<file path="src/design/lrs_pkg.sv">
// ----------------------------------------------------------------------------
// lrs_pkg
// Shared types and constants of the link reconnect supervisor: event codes,
// link states, command codes, register map and the reconnect delay math.
// ----------------------------------------------------------------------------
package lrs_pkg;

    localparam int BASE_W  = 22;
    localparam int DELAY_W = 27;
    localparam int CNT_W   = 8;
    localparam int STEP_W  = 3;
    localparam int JIT_W   = 6;
    localparam int SCALE_W = 7;
    localparam int PROD_W  = 34;
    localparam int PADDR_W = 4;

    typedef enum logic [2:0] {
        CMD_NET_UP          = 3'd0,
        CMD_NET_DOWN        = 3'd1,
        CMD_GATE_TICK       = 3'd2,
        CMD_SOCK_OPEN       = 3'd3,
        CMD_SOCK_LOST       = 3'd4,
        CMD_WELCOME         = 3'd5,
        CMD_WELCOME_TIMEOUT = 3'd6,
        CMD_ATTEMPT         = 3'd7
    } cmd_t;

    typedef enum logic [3:0] {
        LINK_WAIT_NET  = 4'b0001,
        LINK_WAIT_GATE = 4'b0010,
        LINK_READY     = 4'b0100,
        LINK_CONNECTED = 4'b1000
    } link_t;

    // Link state codes as seen on the result channel.
    localparam logic [1:0] LS_WAIT_NET  = 2'd0;
    localparam logic [1:0] LS_WAIT_GATE = 2'd1;
    localparam logic [1:0] LS_READY     = 2'd2;
    localparam logic [1:0] LS_CONNECTED = 2'd3;

    localparam logic [1:0] NTF_NONE       = 2'd0;
    localparam logic [1:0] NTF_WAITING    = 2'd1;
    localparam logic [1:0] NTF_CONNECTING = 2'd2;
    localparam logic [1:0] NTF_READY      = 2'd3;

    localparam logic [1:0] TMR_NONE  = 2'd0;
    localparam logic [1:0] TMR_START = 2'd1;
    localparam logic [1:0] TMR_STOP  = 2'd2;

    localparam logic [1:0] REG_SOCK_FAIL_LIMIT = 2'd0;
    localparam logic [1:0] REG_NET_RESET_LIMIT = 2'd1;
    localparam logic [1:0] REG_BASE_DELAY      = 2'd2;
    localparam logic [1:0] REG_MAX_DELAY       = 2'd3;

    localparam logic [CNT_W-1:0]   RST_SOCK_FAIL_LIMIT = 8'd8;
    localparam logic [CNT_W-1:0]   RST_NET_RESET_LIMIT = 8'd3;
    localparam logic [BASE_W-1:0]  RST_BASE_DELAY      = 22'd3000000;
    localparam logic [DELAY_W-1:0] RST_MAX_DELAY       = 27'd60000000;

    localparam logic [STEP_W-1:0]  BACKOFF_CAP = 3'd5;
    localparam logic [STEP_W-1:0]  BACKOFF_MAX = 3'd7;
    localparam logic [CNT_W-1:0]   CNT_MAX     = 8'd255;
    localparam logic [JIT_W-1:0]   JITTER_MOD  = 6'd41;
    localparam logic [SCALE_W-1:0] JITTER_BASE = 7'd80;
    localparam logic [DELAY_W-1:0] DELAY_MAX   = 27'h7FFFFFF;

    // Division by 100 is a shift by two followed by x / 25, done as
    // x * ceil(2^37 / 25) >> 37, which is exact for any 32-bit x.
    localparam int          RECIP_W     = 33;
    localparam int          RECIP_SHIFT = 37;
    localparam logic [32:0] RECIP_25    = 33'd5497558139;

    typedef struct packed {
        logic [CNT_W-1:0]   sock_fail_limit;
        logic [CNT_W-1:0]   net_reset_limit;
        logic [BASE_W-1:0]  base_delay_us;
        logic [DELAY_W-1:0] max_delay_us;
    } cfg_t;

    typedef struct packed {
        logic [1:0] link_state;
        logic       session_up;
        logic [1:0] notify_code;
        logic       arm_reconnect;
        logic [1:0] welcome_timer_cmd;
        logic [1:0] gate_timer_cmd;
        logic       open_socket;
        logic       close_socket;
        logic       net_reset_req;
        logic       restart_req;
        logic       flush_outbox;
    } res_ctl_t;

    typedef struct packed {
        res_ctl_t           ctl;
        logic [DELAY_W-1:0] delay_base;
        logic [SCALE_W-1:0] scale;
    } stage1_t;

    function automatic logic [1:0] link_code(link_t mode);
        logic [1:0] code;
        case (mode)
            LINK_WAIT_NET:  code = LS_WAIT_NET;
            LINK_WAIT_GATE: code = LS_WAIT_GATE;
            LINK_READY:     code = LS_READY;
            LINK_CONNECTED: code = LS_CONNECTED;
            default:        code = LS_WAIT_NET;
        endcase
        return code;
    endfunction

endpackage

</file>
<file path="src/design/lrs_cfg.sv">
// ----------------------------------------------------------------------------
// lrs_cfg
// APB register file holding the failure limits and the reconnect delay
// settings.
// ----------------------------------------------------------------------------
module lrs_cfg (
    input  logic                        clk,
    input  logic                        rst_n,
    input  logic                        psel,
    input  logic                        penable,
    input  logic                        pwrite,
    input  logic [lrs_pkg::PADDR_W-1:0] paddr,
    input  logic [31:0]                 pwdata,
    output logic [31:0]                 prdata,
    output logic                        pready,
    output lrs_pkg::cfg_t               cfg
);

    lrs_pkg::cfg_t cfg_reg;
    logic          wr_en;
    logic [1:0]    reg_idx;

    assign pready  = 1'b1;
    assign wr_en   = psel && penable && pwrite;
    assign reg_idx = paddr[3:2];
    assign cfg     = cfg_reg;

    always_ff @(posedge clk or negedge rst_n)
    begin
        if (!rst_n)
        begin
            cfg_reg.sock_fail_limit <= lrs_pkg::RST_SOCK_FAIL_LIMIT;
            cfg_reg.net_reset_limit <= lrs_pkg::RST_NET_RESET_LIMIT;
            cfg_reg.base_delay_us   <= lrs_pkg::RST_BASE_DELAY;
            cfg_reg.max_delay_us    <= lrs_pkg::RST_MAX_DELAY;
        end
        else if (wr_en)
        begin
            case (reg_idx)
                lrs_pkg::REG_SOCK_FAIL_LIMIT: cfg_reg.sock_fail_limit <= pwdata[7:0];
                lrs_pkg::REG_NET_RESET_LIMIT: cfg_reg.net_reset_limit <= pwdata[7:0];
                lrs_pkg::REG_BASE_DELAY:      cfg_reg.base_delay_us   <= pwdata[21:0];
                lrs_pkg::REG_MAX_DELAY:       cfg_reg.max_delay_us    <= pwdata[26:0];
                default:                      cfg_reg.max_delay_us    <= cfg_reg.max_delay_us;
            endcase
        end
    end

    always_comb
    begin
        case (reg_idx)
            lrs_pkg::REG_SOCK_FAIL_LIMIT: prdata = {24'd0, cfg_reg.sock_fail_limit};
            lrs_pkg::REG_NET_RESET_LIMIT: prdata = {24'd0, cfg_reg.net_reset_limit};
            lrs_pkg::REG_BASE_DELAY:      prdata = {10'd0, cfg_reg.base_delay_us};
            lrs_pkg::REG_MAX_DELAY:       prdata = {5'd0, cfg_reg.max_delay_us};
            default:                      prdata = 32'd0;
        endcase
    end

endmodule

</file>
<file path="config.mk">
export PLATFORM = sky130hd
export DESIGN_NAME = lrs_cfg
export DESIGN_NICKNAME = d
export VERILOG_FILES = /design/src/design/lrs_pkg.sv /design/src/design/lrs_cfg.sv
export SDC_FILE = /design/constraint.sdc
export NUM_CORES = 1
export LEC_CHECK = 0
export BUFFER_PORTS_ARGS = -buffer_cell sky130_fd_sc_hd__buf_2
export CAP_MARGIN = 5
export CORE_ASPECT_RATIO = 1.25
export CORE_UTILIZATION = 47
export DETAILED_ROUTE_END_ITERATION = 7
export GPL_TIMING_DRIVEN = 0
export PLACE_DENSITY = 0.84
export SLEW_MARGIN = 20
export SYNTH_ARGS = -nofsm -noshare
export SYNTH_HDL_FRONTEND = slang
export SYNTH_SLANG_ARGS = --single-unit
</file>
<file path="constraint.sdc">
create_clock -name clk -period 1.85 [get_ports clk]
set_input_delay 0.4625 -clock clk [delete_from_list [all_inputs] [get_ports clk]]
set_output_delay 0.4625 -clock clk [all_outputs]
set_load 0.02 [all_outputs]
</file>
Word-level counts from Yosys, hierarchy flattened
Cells that the tools add are included.
{ "totals": {"regBits": 65, "latch_bits": 0, "mem_bits_rw": 0, "romBits": 0, "inputBits": 41, "out_inout_bits": 98, "n_memories": 0} }
{ "classes": {"addsub": 0, "mul": 0, "div_mod_pow": 0, "order_cmp": 0, "n_eq_ne": 3, "shifts": 0, "muxes": 1, "n_bitwise": 0, "reduce_logical": 7} }
{ "ops": {"columns": ["operator", "count"], "rows": [
  ["case mux 32 bit (4 select lines)", 1],
  ["AND reduction 2 bit", 4],
  ["equality test 2 bit, second input constant", 2],
  ["equality test 2 x 1 -> 1 bit, second input constant", 1],
  ["logical AND 1 bit", 2],
  ["logical NOT 2 bit", 1]
]} }

Logic depth before layout (Yosys ltp)
{ "depth": {"ltp_word": 3, "mapped_depth": 4, "ltp_nobuf": 3} }

Worst setup path before layout
No wires, ideal clock.
{ "synth_path": {"path_kind": "input to output", "startpoint": "input port paddr[2] (netlist bit)", "endpoint": "output port prdata[7]", "t_arrival_ns": 1.390, "required_ns": 1.387, "slack_ns": -0.003, "cell_stages": 3, "cell_sequence": "buf_6 buf_4 mux4_2"} }
{ "synth_via": {"elab_chain_len": 2, "elab_cells_between_ends": 5} }
{ "synth_rtl": {"columns": ["element", "line_no", "source"], "rows": [
  ["start, declared", "lrs_cfg.sv:12", "input logic [lrs_pkg::PADDR_W-1:0] paddr,"],
  ["equality test 2 bit (tied with other cells)", "lrs_cfg.sv:51", "case (reg_idx)"],
  ["case mux 32 bit (4 select lines) (*)", "lrs_cfg.sv:51", null],
  ["end, declared", "lrs_cfg.sv:14", "output logic [31:0] prdata,"]
]} }
Mark *: on every way between the ends. The rest lies on a longest branch, timed or not. The select of a mux whose other input is x is not followed.

Worst setup path in the final report
{ "layout_path": {"startpoint": "register cfg_reg (netlist bit cfg[64])", "endpoint": "output port prdata[7]"} }
{ "layout_via": {"elab_chain_len": 1} }
{ "layout_rtl": {"columns": ["element", "line_no", "source"], "rows": [
  ["start, declared", "lrs_cfg.sv:19", "lrs_pkg::cfg_t cfg_reg;"],
  ["case mux 32 bit (4 select lines)", "lrs_cfg.sv:51", null]
]} }
Every way passes these cells. The select of a mux whose other input is x is not followed.

==> run_results.csv <==
group,metric,value,unit
placement,placed_cell_area,3810,um2
routing,finalWirelength,6.83,mm
routing,wire_per_inst,15.3,um
routing,drt-vias-per-instance,4.97,
floorplan,start_util,0.489,
floorplan,die_x,73.9,um
sta,period_share,0.987,
cts,clock_sinks,65,
worst_setup_path,end_kind,"output port",
power,p_per_area,1220,nW/um2
run_status,status,"completed",
worst_setup_path,cp.arrival,1360,ps
layout,layout.cells.most_common,"buf_2",
sta,hold_viol,0,
power,vdd_drop_max,0.828,mV
layout,layout_common_cells,"118 x buf_2, 56 x mux2_2, 42 x dfrtp_1",
global_routing,overflow,0,
routing,drt_iter0_drc,41,
cts,hold_buffers,0,
yosys,syn_area,3040,um2
layout,num-fill-cells,459,
cts,clk_pin_slew,70,ps
sta,timing.fmax,0.547,GHz
min_path,hold_path.class,"in2async",
global_routing,grt_pass1_vias,2179,
layout,final_cell_area,4290,um2
yosys,yosys_register_bits,65,
routing,ant_nets,0,
sta,skew,0,ps
sta,relSlewSlack,0.488,
yosys,synth-compound-area-share,0,
sta,drv_slew,0,
yosys,synth_mux_area_frac,0.357,
cts,cts_root_buf,"clkbuf_8",
placement,place.gp.congestion,0.699,
layout,drive_gt1_frac,0.765,
global_routing,antenna_found_initial,0,
placement,numPortBuffers,125,
yosys,synthCells,196,
sta,postLayoutSetupSlackWorst,23.2,ps
routing,dr.pass1.iters,4,
placement,dp_slack,-330,ps
layout,largest_reg_flops,65,
layout,area_growth_syn_to_layout,41.3,%
worst_setup_path,worstSetupStartpointType,"flip-flop",
yosys,ys_warn_count,0,
global_routing,grt_pass1_wl,10.7,mm
floorplan,die_area,6790,um2
global_routing,grt_use_total,0.217,
cts,clock_latency,330,ps
placement,hpwl,4.74,mm
floorplan,fp.dieH,91.9,um
power,power,0.00523,W
sta,setup_violations,0,
global_routing,grt_max_degree,43,
sta,grt_setup_unrepaired,"yes",
sta,fin_crit,1830,ps
cts,cts_htree_levels,3,
floorplan,core_area,6210,um2
layout,fin_nets,398,
worst_setup_path,crit_path_max_fanout,3,
layout,diodes,0,
worst_setup_path,required,1390,ps
routing,vias,2221,
floorplan,row_count,32,
routing,drc,0,
yosys,synthSimpleGateAreaFrac,0.0577,
worst_setup_path,criticalPathCategory,"reg2out",
yosys,synth-xor-area-share,0,
yosys,yosysUniqueCellTypes,20,
yosys,synth_top_family_by_area,"multiplexers",
yosys,synth_fa_ha_area_frac,0,
cts,cts_tree,"yes",
floorplan,ios,139,
job,max_cap_viol_count,0,
yosys,yosysSeqAreaShare,0.545,
layout,final_util,0.691,
power,p_leak,2.16,nW
cts,cts_buffers,9,
sta,worst_slew_pin_slew,764,ps
cts,clk_path_buf_depth,2,
yosys,syn_avg_cell_area,15.5,um2
## worst max-delay path, cell delays in order (launching register included)
cell and delay (ps):
dfrtp_1 410, mux4_2 470, buf_6 150
## path summary, 6_finish.rpt
path / slack (ps) / from / endpoint / cells past startpoint
setup reg to reg: 930 / cfg[64] / cfg[64] / 2
min in group clk: 350 / pwdata[23] / cfg[23] / 2
max in group asynchronous: 1240 / rst_n / cfg[50] / 2
hold reg to reg: 530 / cfg[31] / cfg[31] / 1
hold / removal: 20 / rst_n / cfg[19] / 1
setup / recovery: 20 / cfg[64] / prdata[7] / 2
## layer usage
layer,global-route usage,wire (um),vias up,part of all wire
met5,0,0,-,0
met4,0.0753,128,0,0.019
met3,0.0692,423,11,0.062
met2,0.354,3500,95,0.51
met1,0.267,2780,1103,0.41
li1,-,-,1012,-
## cell usage after synthesis
master	instances	share of area
mux2_4	8	0.040
mux4_2	8	0.059
dfstp_2	23	0.20
clkbuf_1	2	0.0025
buf_2	5	0.0082
nor2b_1	14	0.029
conb_1	2	0.0025
nand3_2	1	0.0033
nor3_2	1	0.0033
buf_4	8	0.020
nor2_4	1	0.0037
nand2_1	1	0.0012
or3b_1	1	0.0029
mux2i_1	14	0.046
dfrtp_1	42	0.35
buf_6	2	0.0074
mux2_1	1	0.0037
and3_1	5	0.010
nor3b_2	1	0.0041
mux2_2	56	0.21
## timing repair
action | CTS | global route
resized for setup | 31 | 3
endpoints found under the setup margin | 27 | 20
gates cloned | 0 | 0
endpoints found under the hold margin | 0 | 0
buffers inserted | 5 | 16
## metrics by stage
stage	hold WS (ps)	std cells	setup TNS (ps)
finish	16.0	447	0
floorplan	167	200	0
global route	27.6	447	-31.1
global placement	505	410	-4750
CTS	17.7	432	-191
detailed placement	386	411	-5320
## area by class of cell
cell class	count	area (um2)	area share
flip-flops and latches	65	1660	0.386
repair buffers	147	897	0.209
well taps	85	106	0.0248
plain buffers	16	140	0.0327
multi-input cells	118	1280	0.298
clock buffers	10	128	0.0298
clock inverters	6	82.6	0.0193
## logic make-up (layout without fill, tap and decap cells)
family	count (synthesis)	after routing
buffers and inverters	17	179
DFF	65	65
muxes	87	87
other	2	6
and+or+nand+nor	25	25
## report_power, final
| part | leakage, nW | total, W | internal (W) | switching (W) |
|---|---|---|---|---|
| Combinational | 1.30 | 0.00187 | 0.000885 | 0.000988 |
| Clock | 0.106 | 0.00128 | 0.000752 | 0.000530 |
| Sequential | 0.756 | 0.00207 | 0.00184 | 0.000233 |
| Total | 2.16 | 0.00523 | 0.00348 | 0.00175 |
(Power assumes the default switching activity.)
