==> src/design/lrs_pkg.sv <==
// ----------------------------------------------------------------------------
// lrs_pkg
// Shared types and constants of the link reconnect supervisor: event codes,
// link states, command codes, register map and the reconnect delay math.
// ----------------------------------------------------------------------------
package lrs_pkg;

    localparam int BASE_W  = 22;
    localparam int DELAY_W = 27;
    localparam int CNT_W   = 8;
    localparam int STEP_W  = 3;
    localparam int JIT_W   = 6;
    localparam int SCALE_W = 7;
    localparam int PROD_W  = 34;
    localparam int PADDR_W = 4;

    typedef enum logic [2:0] {
        CMD_NET_UP          = 3'd0,
        CMD_NET_DOWN        = 3'd1,
        CMD_GATE_TICK       = 3'd2,
        CMD_SOCK_OPEN       = 3'd3,
        CMD_SOCK_LOST       = 3'd4,
        CMD_WELCOME         = 3'd5,
        CMD_WELCOME_TIMEOUT = 3'd6,
        CMD_ATTEMPT         = 3'd7
    } cmd_t;

    typedef enum logic [3:0] {
        LINK_WAIT_NET  = 4'b0001,
        LINK_WAIT_GATE = 4'b0010,
        LINK_READY     = 4'b0100,
        LINK_CONNECTED = 4'b1000
    } link_t;

    // Link state codes as seen on the result channel.
    localparam logic [1:0] LS_WAIT_NET  = 2'd0;
    localparam logic [1:0] LS_WAIT_GATE = 2'd1;
    localparam logic [1:0] LS_READY     = 2'd2;
    localparam logic [1:0] LS_CONNECTED = 2'd3;

    localparam logic [1:0] NTF_NONE       = 2'd0;
    localparam logic [1:0] NTF_WAITING    = 2'd1;
    localparam logic [1:0] NTF_CONNECTING = 2'd2;
    localparam logic [1:0] NTF_READY      = 2'd3;

    localparam logic [1:0] TMR_NONE  = 2'd0;
    localparam logic [1:0] TMR_START = 2'd1;
    localparam logic [1:0] TMR_STOP  = 2'd2;

    localparam logic [1:0] REG_SOCK_FAIL_LIMIT = 2'd0;
    localparam logic [1:0] REG_NET_RESET_LIMIT = 2'd1;
    localparam logic [1:0] REG_BASE_DELAY      = 2'd2;
    localparam logic [1:0] REG_MAX_DELAY       = 2'd3;

    localparam logic [CNT_W-1:0]   RST_SOCK_FAIL_LIMIT = 8'd8;
    localparam logic [CNT_W-1:0]   RST_NET_RESET_LIMIT = 8'd3;
    localparam logic [BASE_W-1:0]  RST_BASE_DELAY      = 22'd3000000;
    localparam logic [DELAY_W-1:0] RST_MAX_DELAY       = 27'd60000000;

    localparam logic [STEP_W-1:0]  BACKOFF_CAP = 3'd5;
    localparam logic [STEP_W-1:0]  BACKOFF_MAX = 3'd7;
    localparam logic [CNT_W-1:0]   CNT_MAX     = 8'd255;
    localparam logic [JIT_W-1:0]   JITTER_MOD  = 6'd41;
    localparam logic [SCALE_W-1:0] JITTER_BASE = 7'd80;
    localparam logic [DELAY_W-1:0] DELAY_MAX   = 27'h7FFFFFF;

    // Division by 100 is a shift by two followed by x / 25, done as
    // x * ceil(2^37 / 25) >> 37, which is exact for any 32-bit x.
    localparam int          RECIP_W     = 33;
    localparam int          RECIP_SHIFT = 37;
    localparam logic [32:0] RECIP_25    = 33'd5497558139;

    typedef struct packed {
        logic [CNT_W-1:0]   sock_fail_limit;
        logic [CNT_W-1:0]   net_reset_limit;
        logic [BASE_W-1:0]  base_delay_us;
        logic [DELAY_W-1:0] max_delay_us;
    } cfg_t;

    typedef struct packed {
        logic [1:0] link_state;
        logic       session_up;
        logic [1:0] notify_code;
        logic       arm_reconnect;
        logic [1:0] welcome_timer_cmd;
        logic [1:0] gate_timer_cmd;
        logic       open_socket;
        logic       close_socket;
        logic       net_reset_req;
        logic       restart_req;
        logic       flush_outbox;
    } res_ctl_t;

    typedef struct packed {
        res_ctl_t           ctl;
        logic [DELAY_W-1:0] delay_base;
        logic [SCALE_W-1:0] scale;
    } stage1_t;

    function automatic logic [1:0] link_code(link_t mode);
        logic [1:0] code;
        case (mode)
            LINK_WAIT_NET:  code = LS_WAIT_NET;
            LINK_WAIT_GATE: code = LS_WAIT_GATE;
            LINK_READY:     code = LS_READY;
            LINK_CONNECTED: code = LS_CONNECTED;
            default:        code = LS_WAIT_NET;
        endcase
        return code;
    endfunction

endpackage

==> src/design/lrs_evt_if.sv <==
// ----------------------------------------------------------------------------
// lrs_evt_if
// Event channel of the link reconnect supervisor: one event per beat.
// ----------------------------------------------------------------------------
interface lrs_evt_if;
    logic       valid;
    logic       ready;
    logic [2:0] command;
    logic       gate_ok;
    logic       start_ok;
    logic [5:0] jitter;

    modport source (output valid, command, gate_ok, start_ok, jitter, input ready);
    modport sink   (input valid, command, gate_ok, start_ok, jitter, output ready);
endinterface

==> src/design/lrs_ctrl.sv <==
// ----------------------------------------------------------------------------
// lrs_ctrl
// Input register and link state machine. Each event updates the link state,
// flags, backoff level and failure counters and registers the
// commands together with the clipped delay and the jitter scale.
// ----------------------------------------------------------------------------
module lrs_ctrl (
    input  logic             clk,
    input  logic             rst_n,
    input  logic             advance,
    input  lrs_pkg::cfg_t    cfg,
    lrs_evt_if.sink          evt,
    output logic             st1_valid,
    output lrs_pkg::stage1_t st1
);

    logic                        evt_valid_reg;
    lrs_pkg::cmd_t               cmd_reg;
    logic                        gate_ok_reg;
    logic                        start_ok_reg;
    logic [lrs_pkg::JIT_W-1:0]   jitter_reg;

    lrs_pkg::link_t              mode_reg, mode_next;
    logic                        sess_reg, sess_next;
    logic                        drop_reg, drop_next;
    logic [lrs_pkg::STEP_W-1:0]  step_reg, step_next;
    logic [lrs_pkg::CNT_W-1:0]   fail_reg, fail_next;
    logic [lrs_pkg::CNT_W-1:0]   rcnt_reg, rcnt_next;

    logic                        st1_valid_reg;
    lrs_pkg::stage1_t            st1_reg, st1_next;

    logic [lrs_pkg::CNT_W-1:0]   fail_inc;
    logic [lrs_pkg::CNT_W-1:0]   rcnt_inc;
    logic [lrs_pkg::STEP_W-1:0]  step_bump;
    logic [lrs_pkg::STEP_W-1:0]  shift_amt;
    logic [lrs_pkg::DELAY_W-1:0] shifted;
    logic [lrs_pkg::DELAY_W-1:0] clipped;
    logic [lrs_pkg::SCALE_W-1:0] jit_mod;
    logic                        arm;

    assign evt.ready = advance;
    assign st1_valid = st1_valid_reg;
    assign st1       = st1_reg;

    assign fail_inc  = (fail_reg == lrs_pkg::CNT_MAX) ? fail_reg : fail_reg + 8'd1;
    assign rcnt_inc  = (rcnt_reg == lrs_pkg::CNT_MAX) ? rcnt_reg : rcnt_reg + 8'd1;
    assign step_bump = (step_reg == lrs_pkg::BACKOFF_MAX) ? step_reg : step_reg + 3'd1;

    always_comb
    begin
        mode_next = mode_reg;
        sess_next = sess_reg;
        drop_next = drop_reg;
        step_next = step_reg;
        fail_next = fail_reg;
        rcnt_next = rcnt_reg;
        st1_next  = '0;
        arm       = 1'b0;

        case (cmd_reg)
            lrs_pkg::CMD_NET_UP:
            begin
                if (mode_reg == lrs_pkg::LINK_WAIT_NET)
                begin
                    mode_next                  = lrs_pkg::LINK_WAIT_GATE;
                    st1_next.ctl.gate_timer_cmd = lrs_pkg::TMR_START;
                    if (gate_ok_reg)
                    begin
                        // The gate is already open: the poll timer stops at once.
                        st1_next.ctl.gate_timer_cmd = lrs_pkg::TMR_STOP;
                        mode_next                   = lrs_pkg::LINK_READY;
                        st1_next.ctl.notify_code    = lrs_pkg::NTF_CONNECTING;
                        arm                         = 1'b1;
                    end
                end
            end
            lrs_pkg::CMD_GATE_TICK:
            begin
                if (mode_reg != lrs_pkg::LINK_WAIT_GATE)
                begin
                    st1_next.ctl.gate_timer_cmd = lrs_pkg::TMR_STOP;
                end
                else if (gate_ok_reg)
                begin
                    st1_next.ctl.gate_timer_cmd = lrs_pkg::TMR_STOP;
                    mode_next                   = lrs_pkg::LINK_READY;
                    st1_next.ctl.notify_code    = lrs_pkg::NTF_CONNECTING;
                    arm                         = 1'b1;
                end
            end
            lrs_pkg::CMD_NET_DOWN:
            begin
                if (mode_reg != lrs_pkg::LINK_WAIT_NET)
                begin
                    mode_next                = lrs_pkg::LINK_WAIT_NET;
                    st1_next.ctl.notify_code = lrs_pkg::NTF_WAITING;
                end
            end
            lrs_pkg::CMD_SOCK_OPEN:
            begin
                mode_next                      = lrs_pkg::LINK_CONNECTED;
                sess_next                      = 1'b0;
                st1_next.ctl.welcome_timer_cmd = lrs_pkg::TMR_START;
            end
            lrs_pkg::CMD_SOCK_LOST:
            begin
                st1_next.ctl.welcome_timer_cmd = lrs_pkg::TMR_STOP;
                if (mode_reg != lrs_pkg::LINK_WAIT_NET && !drop_reg)
                begin
                    drop_next = 1'b1;
                    if (mode_reg == lrs_pkg::LINK_CONNECTED && sess_reg)
                    begin
                        st1_next.ctl.notify_code = lrs_pkg::NTF_CONNECTING;
                    end
                    mode_next = lrs_pkg::LINK_READY;
                    sess_next = 1'b0;
                    step_next = step_bump;
                    if (fail_inc >= cfg.sock_fail_limit)
                    begin
                        fail_next                  = '0;
                        rcnt_next                  = rcnt_inc;
                        st1_next.ctl.net_reset_req = 1'b1;
                        st1_next.ctl.restart_req   = (rcnt_inc >= cfg.net_reset_limit);
                    end
                    else
                    begin
                        fail_next = fail_inc;
                    end
                    arm = 1'b1;
                end
            end
            lrs_pkg::CMD_WELCOME:
            begin
                if (!sess_reg)
                begin
                    sess_next                      = 1'b1;
                    st1_next.ctl.welcome_timer_cmd = lrs_pkg::TMR_STOP;
                    fail_next                      = '0;
                    rcnt_next                      = '0;
                    step_next                      = '0;
                    st1_next.ctl.notify_code       = lrs_pkg::NTF_READY;
                    st1_next.ctl.flush_outbox      = 1'b1;
                end
            end
            lrs_pkg::CMD_WELCOME_TIMEOUT:
            begin
                if (mode_reg == lrs_pkg::LINK_CONNECTED && !sess_reg)
                begin
                    drop_next                = 1'b1;
                    mode_next                = lrs_pkg::LINK_READY;
                    step_next                = step_bump;
                    st1_next.ctl.notify_code = lrs_pkg::NTF_CONNECTING;
                    arm                      = 1'b1;
                end
            end
            lrs_pkg::CMD_ATTEMPT:
            begin
                st1_next.ctl.close_socket = 1'b1;
                if (mode_reg == lrs_pkg::LINK_READY)
                begin
                    drop_next = 1'b0;
                    if (start_ok_reg)
                    begin
                        st1_next.ctl.open_socket = 1'b1;
                    end
                    else
                    begin
                        step_next = step_bump;
                        arm       = 1'b1;
                    end
                end
            end
            default:
            begin
                mode_next = mode_reg;
            end
        endcase

        // The delay uses the backoff level after this event.
        shift_amt = (step_next > lrs_pkg::BACKOFF_CAP) ? lrs_pkg::BACKOFF_CAP : step_next;
        shifted   = {{(lrs_pkg::DELAY_W - lrs_pkg::BASE_W){1'b0}}, cfg.base_delay_us}
                    << shift_amt;
        clipped   = (shifted > cfg.max_delay_us) ? cfg.max_delay_us : shifted;
        jit_mod   = (jitter_reg >= lrs_pkg::JITTER_MOD)
                    ? lrs_pkg::SCALE_W'(jitter_reg - lrs_pkg::JITTER_MOD)
                    : lrs_pkg::SCALE_W'(jitter_reg);

        st1_next.ctl.link_state    = lrs_pkg::link_code(mode_next);
        st1_next.ctl.session_up    = sess_next;
        st1_next.ctl.arm_reconnect = arm;
        st1_next.delay_base        = arm ? clipped : '0;
        st1_next.scale             = lrs_pkg::JITTER_BASE + jit_mod;
    end

    always_ff @(posedge clk or negedge rst_n)
    begin
        if (!rst_n)
        begin
            evt_valid_reg <= 1'b0;
            st1_valid_reg <= 1'b0;
            mode_reg      <= lrs_pkg::LINK_WAIT_NET;
            sess_reg      <= 1'b0;
            drop_reg      <= 1'b0;
            step_reg      <= '0;
            fail_reg      <= '0;
            rcnt_reg      <= '0;
        end
        else if (advance)
        begin
            evt_valid_reg <= evt.valid;
            st1_valid_reg <= evt_valid_reg;
            if (evt_valid_reg)
            begin
                mode_reg <= mode_next;
                sess_reg <= sess_next;
                drop_reg <= drop_next;
                step_reg <= step_next;
                fail_reg <= fail_next;
                rcnt_reg <= rcnt_next;
            end
        end
    end

    always_ff @(posedge clk)
    begin
        if (advance)
        begin
            cmd_reg      <= lrs_pkg::cmd_t'(evt.command);
            gate_ok_reg  <= evt.gate_ok;
            start_ok_reg <= evt.start_ok;
            jitter_reg   <= evt.jitter;
            st1_reg      <= st1_next;
        end
    end

endmodule

==> src/flat_wrapper.sv <==
// flat-port wrapper written by rule: the top's interface ports become plain ports
module lrs_ctrl_flat 
  (clk, rst_n, advance, cfg, st1_valid, st1, evt_valid, evt_command, evt_gate_ok, evt_start_ok, evt_jitter, evt_ready);
  lrs_evt_if evt_i ();
  input  logic clk;
  input  logic rst_n;
  input  logic advance;
  input  lrs_pkg::cfg_t cfg;
  output logic st1_valid;
  output lrs_pkg::stage1_t st1;
  input wire logic [$bits(evt_i.valid)-1:0] evt_valid;
  input wire logic [$bits(evt_i.command)-1:0] evt_command;
  input wire logic [$bits(evt_i.gate_ok)-1:0] evt_gate_ok;
  input wire logic [$bits(evt_i.start_ok)-1:0] evt_start_ok;
  input wire logic [$bits(evt_i.jitter)-1:0] evt_jitter;
  output wire logic [$bits(evt_i.ready)-1:0] evt_ready;
  assign evt_i.valid = evt_valid;
  assign evt_i.command = evt_command;
  assign evt_i.gate_ok = evt_gate_ok;
  assign evt_i.start_ok = evt_start_ok;
  assign evt_i.jitter = evt_jitter;
  assign evt_ready = evt_i.ready;
  lrs_ctrl u_core (.clk(clk), .rst_n(rst_n), .advance(advance), .cfg(cfg), .evt(evt_i), .st1_valid(st1_valid), .st1(st1));
endmodule
==> config.mk <==
export PLATFORM = sky130hd
export DESIGN_NAME = lrs_ctrl_flat
export DESIGN_NICKNAME = d
export VERILOG_FILES = /design/src/design/lrs_pkg.sv /design/src/design/lrs_evt_if.sv /design/src/design/lrs_ctrl.sv /design/src/flat_wrapper.sv
export SDC_FILE = /design/constraint.sdc
export NUM_CORES = 1
export LEC_CHECK = 0
export ABC_AREA = 1
export BUFFER_PORTS_ARGS = -buffer_cell sky130_fd_sc_hd__buf_2
export CAP_MARGIN = 40
export CORE_ASPECT_RATIO = 2
export CORE_MARGIN = 3
export CORE_UTILIZATION = 45
export DETAILED_ROUTE_END_ITERATION = 10
export PLACE_DENSITY = 0.68
export SLEW_MARGIN = 20
export SYNTH_ARGS = -nofsm -noshare
export SYNTH_HDL_FRONTEND = slang
export SYNTH_SLANG_ARGS = --single-unit
==> constraint.sdc <==
create_clock -name clk -period 4.3 [get_ports clk]
set_clock_uncertainty 0.15 [all_clocks]
set_input_delay 0.645 -clock clk [delete_from_list [all_inputs] [get_ports clk]]
set_output_delay 0.645 -clock clk [all_outputs]
set_load 0.05 [all_outputs]
# Yosys cells after proc, flatten, opt, wreduce, memory -nomap -nowiden
# Cells that the tools add are included.
op_classes:
  mux: 61
  n_addsub: 5
  magnitude_cmp: 5
  n_shift: 1
  eq_ne: 23
  n_reduce_logical: 15
op_table:
  columns: ["op", "n"]
  rows:
  - ["8-bit 2-to-1 mux", 7]
  - ["8-bit case mux with 2 select lines", 2]
  - ["27-bit > comparator", 1]
  - ["27-bit 2-to-1 mux", 1]
  - ["22-bit by 3-bit left shift with 27-bit output", 1]
  - ["2-bit 2-to-1 mux", 12]
  - ["3-bit 2-to-1 mux", 8]
  - ["4-bit 2-to-1 mux", 6]
  - ["4-bit case mux with 6 select lines", 1]
  - ["8-bit by 1-bit adder with 8-bit output, second input constant", 2]
  - ["8-bit == test, second input constant", 2]
  - ["8-bit >= comparator", 2]
  - ["3-bit == test, second input constant", 5]
  - ["1-bit 2-to-1 mux", 15]
  - ["2-bit case mux with 3 select lines", 2]
  - ["2-bit case mux with 6 select lines", 1]
  - ["3-bit case mux with 4 select lines", 1]
  - ["6-bit AND reduction", 2]
  - ["4-bit by 3-bit == test with 1-bit output, second input constant", 2]
  - ["4-bit == test, second input constant", 2]
  - ["2-bit by 1-bit inequality test with 1-bit output, second input constant", 4]
  - ["7-bit adder, first input constant", 1]
  - ["7-bit 2-to-1 mux", 1]
  - ["6-bit by 6-bit subtractor with 7-bit output, second input constant", 1]
  - ["21 further kinds", 28]
totals:
  word_cells: 135
  inputBits: 80
  output_inout_bits: 51
  register_bits: 87

# Logic depth before layout (Yosys ltp)
logic_depth:
  word_depth: 10
  ltp_mapped: 29
  depth_no_buf: 28

# Worst setup path before layout
# OpenSTA, ideal clock, no wires.
synth_timing:
  kind: "register to register"
  start: "reg u_core.mode_reg[0]"
  end: "reg u_core.st1_reg (netlist bit u_core.st1[30]), data pin"
  slack_ns: 0.654
  arrival_ns: 3.246
  setup_time_ns: 0.250
  period_less_slack_ns: 3.646
  stages_incl_launch_ff: 26
  required_ns: 3.900
  path_buffers: 2
  path_cell_list: "dfstp_2 -> inv_1 -> nor2_1 -> nand2_2 -> nand3_1 -> nand2_1 -> inv_1 -> nand2_1 -> nand2_1 -> nand2_1 -> nand2_2 -> buf_2 -> nand3_1 -> nand2_1 -> nand2_1 -> nand3_1 -> inv_1 -> ha_1 -> nand4_1 -> nor4b_1 -> nand4_1 -> nand2_1 -> clkbuf_1 -> nand3_1 -> nand3_1 -> inv_1"
synth_between:
  elab_chain_cells: 9
  elab_cells_between_ends: 22
  classes_between: "2 x order compare; 5 x eq/ne; 1 x shift; 12 x mux; 2 x reduce/logical"
synth_lines:
  columns: ["element", "line", "source"]
  rows:
  - ["from (decl)", "lrs_ctrl.sv:23", "lrs_pkg::link_t mode_reg, mode_next;"]
  - ["from (signal assigned)", "lrs_ctrl.sv:202", "mode_reg <= lrs_pkg::LINK_WAIT_NET;"]
  - ["from (signal assigned)", "lrs_ctrl.sv:215", "mode_reg <= mode_next;"]
  - ["4-bit == test / 4-bit by 1-bit inequality test with 1-bit output (equally long branches)", "lrs_ctrl.sv:148, lrs_ctrl.sv:109", null]
  - ["1-bit logical AND, on equally long branches", "lrs_ctrl.sv:148, lrs_ctrl.sv:109", null]
  - ["3-bit 2-to-1 mux, on equally long branches", "lrs_ctrl.sv:148, lrs_ctrl.sv:109", null]
  - ["3-bit case mux with 4 select lines", "lrs_ctrl.sv:61", "case (cmd_reg)"]
  - ["3-bit > comparator", "lrs_ctrl.sv:181", "shift_amt = (step_next > lrs_pkg::BACKOFF_CAP) ? lrs_pkg::BACKOFF_CAP : step_next;"]
  - ["3-bit 2-to-1 mux", "lrs_ctrl.sv:181", null]
  - ["22-bit by 3-bit left shift with 27-bit output", "lrs_ctrl.sv:182", "shifted = {{(lrs_pkg::DELAY_W - lrs_pkg::BASE_W){1'b0}}, cfg.base_delay_us}"]
  - ["27-bit > comparator", "lrs_ctrl.sv:184", "clipped = (shifted > cfg.max_delay_us) ? cfg.max_delay_us : shifted;"]
  - ["27-bit 2-to-1 mux", "lrs_ctrl.sv:184", null]
  - ["to (signal assigned)", "lrs_ctrl.sv:233", "st1_reg <= st1_next;"]
  - ["to (decl)", "lrs_ctrl.sv:31", "lrs_pkg::stage1_t st1_reg, st1_next;"]
# Several ways; a longest one is shown, not always the timed one.
# A chain may end at the register's enable or synchronous reset.

# Worst setup path in the final report
layout_timing:
  start: "reg u_core.mode_reg[0]"
  end: "reg u_core.st1_reg (netlist bit u_core.st1[29]), data pin"
# The elaborated chain is that of the path after synthesis.

==> flow_summary.ini <==
[logic_synthesis]
yosys_warnings = 0
syn_avg_cell_area_um2 = 7.826
synth_fp_nets = 948
async_flop_share_pct = 31.03
synth.distinct_cells = 42
syn_area_um2 = 6410
syn_inst = 819
yosys_most_used_dff = edfxtp_1
ys_seq_area_share_pct = 38.67
synthTopCellsByArea = edfxtp_1 (28%), dfrtp_1 (10%), ha_1 (9.6%)
synth_top_area_cell = edfxtp_1
ys_ff_latch = 87
synth.most_common_cell = nand2_1
ys_top_cells_by_count = nand2_1 (144), inv_1 (143), nand3_1 (107)
synth_top_area_share_pct = 28.11
synth-edff-count = 60

[cts]
clk_pin_slew_ps = 70
clock_latency_ps = 340
numCtsBuffers = 9
clk_path_buf_depth = 2
htreeDepth = 3
cts-root-buf = clkbuf_16
cts_num_sinks = 87
tritoncts = built

[timing]
hold_viol_final = 0
slew_headroom_pct = 49.00
fmax_mhz = 250.4
fin_crit_sh_pct = 92.86
worst_pin_slew_ps = 764.1
final.setup.tns_ps = 0
drv_slew = 0
setup_viol = 0
min_period_ps = 3993

[drt]
first_pass_iters = 5
drc_errors = 0
detail-route-antenna-nets = 0
via_per_inst = 5.231
wirelength_um = 17480
routedWlPerCell_um = 15.17
num_vias = 6026
initialDrtViolationCount = 275

[global_route]
grt_pass1_vias = 5809
grt_overflow = 0
grt_usage_pct = 22.19
grt_max_degree = 64
grt_antenna_before_repair = 1
grt_pass1_wl_um = 27680

[worst_setup_path]
path_buf_inv = 5
critPathCaptureType = flop
worst-path-stages = 27
required_ps = 4250
cp_slowest_cell = dfstp_2
cpPeakStageDelay_ps = 550
worst_r2r_path_depth = 27
path_class = reg -> reg
worstPathArrival_ps = 3940
worstPathMaxFanout = 12
start_kind = flop
r2r_slack_ps = 310
critPathTopFamily = simple AND/OR/NAND/NOR gates
critPathMostFrequentCell = nand2_1

[power]
power_frac_comb_pct = 48.4
switchingPower_mw = 1.607
fin_total_pwr_mw = 3.681
power_density_nw_per_um2 = 474.2
peakVddDrop_v = 0.0002016
p_leak_nw = 4.009
p_seq_share_pct = 31.3
p_int_mw = 2.074
p_sw_share_pct = 43.66
p_clk_share_pct = 20.3

[placed_design]
gp_congestion = 0.9486
placed_cell_area_um2 = 7261
dp_hpwl_um = 13970
io_buffers = 130

[floorplan]
ios = 131
die_height_um = 174.8
die_w_um = 90.39
dieArea_um2 = 15800
start_util_pct = 46.14
rows = 61
coreArea_um2 = 13890

[min_path]
min_path_type = in -> async

[cells_and_area]
largest_reg_flops = 49
area_growth_syn_to_layout_pct = 21.10
nets = 1086
final_cell_area_um2 = 7762
final_layout_size_suffix_gt1_share_pct = 24.22

[flow_run]
cap_violations = 0

[outcome]
status = finished clean
[per-layer routing]
layer / vias up / part of all wire (%) / track usage [%]
met5: - / 0 / 0
met4: 0 / 5.6 / 12.85
met3: 49 / 3.5 / 2.585
met2: 178 / 57 / 44.21
met1: 2787 / 34 / 21.23
li1: 3012 / - / -
[placed cells by master (no fill, tap or decap), types with 2 or more instances in the layout]
cell and n:
nor2_4 4, nor2_1 48, nand3_1 102, o2111ai_1 2, clkinvlp_4 2, xor2_1 10, nand3_2 21, edfxtp_1 60
xnor2_1 3, buf_2 130, nand2_8 2, ha_1 48, a32o_1 2, buf_4 10, a21oi_1 46, nand2_1 143
o32ai_1 3, o21a_1 3, nor2_2 7, nand4_1 7, nand2_2 23, inv_1 143, o22ai_1 4, o21ai_0 56
o211ai_1 5, inv_6 4, dfrtp_1 26, inv_2 3, clkbuf_16 9, buf_12 4, nor3_1 11
[cell type report]
class / instances / area, um2
clock buffer: 9 / 225.2
clock inverter: 7 / 55.05
sequential: 87 / 2479
tap: 189 / 236.5
timing repair buffer: 147 / 859.6
inverter: 147 / 554.3
antenna: 1 / 2.502
fill: 1374 / 6128
multi-input combinational: 565 / 3351
[worst reg2reg max path: cells and delay by family, from the launching register on]
| kind | cells | cell delay, ps |
|---|---|---|
| buf+inv | 5 | 510 |
| flops | 1 | 550 |
| simple gates | 18 | 1850 |
| fa+ha+maj | 1 | 320 |
| compound gates | 3 | 410 |
[final timing paths]
path,startpoint,to
max,u_core.mode_reg[0],u_core.st1[29]
min reg2reg,u_core.mode_reg[0],u_core.mode_reg[0]
max in group asynchronous,rst_n,u_core.fail_reg[4]
max reg2reg,u_core.mode_reg[0],u_core.st1[29]
min in group clk,evt_jitter[5],u_core.jitter_reg[5]
min,rst_n,u_core.drop_reg
[power by group through the flow]
stage | Sequential [mW] | Combinational [mW] | Clock [mW]
6_report | 1.15 | 1.78 | 0.746
4_1_cts | 1.15 | 1.70 | 0.761
3_5_place_dp | 1.17 | 1.69 | 0
3_3_place_gp | 1.17 | 1.68 | 0
5_1_grt | 1.17 | 2.01 | 0.792
2_1_floorplan | 1.31 | 1.12 | 0
[what timing repair did]
action                     4_1_cts  5_1_grt
resized for setup                0       27
hold buffers                     0        0
setup endpoints to repair        0       31
buffers inserted                 0        4
[stage by stage]
step / setup WS [ps] / hold WS [ps] / util (%) / instances
4_1_cts: 111.6 / 203.1 / 54.29 / 1145
5_1_grt: -18.18 / 228.6 / 55.88 / 1152
3_3_place_gp: 220.8 / 347.9 / 52.27 / 1129
3_5_place_dp: 126.1 / 356.1 / 52.27 / 1129
2_1_floorplan: 653.8 / 199.4 / - / 819
6_report: 306.9 / 189.4 / 55.88 / 1152
[logic make-up after synthesis]
| kind of cell | count (synthesis) | share of synthesized area (%) |
|---|---|---|
| and+or+nand+nor | 376 | 28.48 |
| buffers and inverters | 168 | 10.58 |
| AOI/OAI and AO/OA | 125 | 10.76 |
| DFF | 87 | 38.67 |
| adders and majority gates | 49 | 9.565 |
| xor gates and xnor gates | 13 | 1.776 |
| muxes | 1 | 0.1757 |
Power figures use the tool's default switching activity.
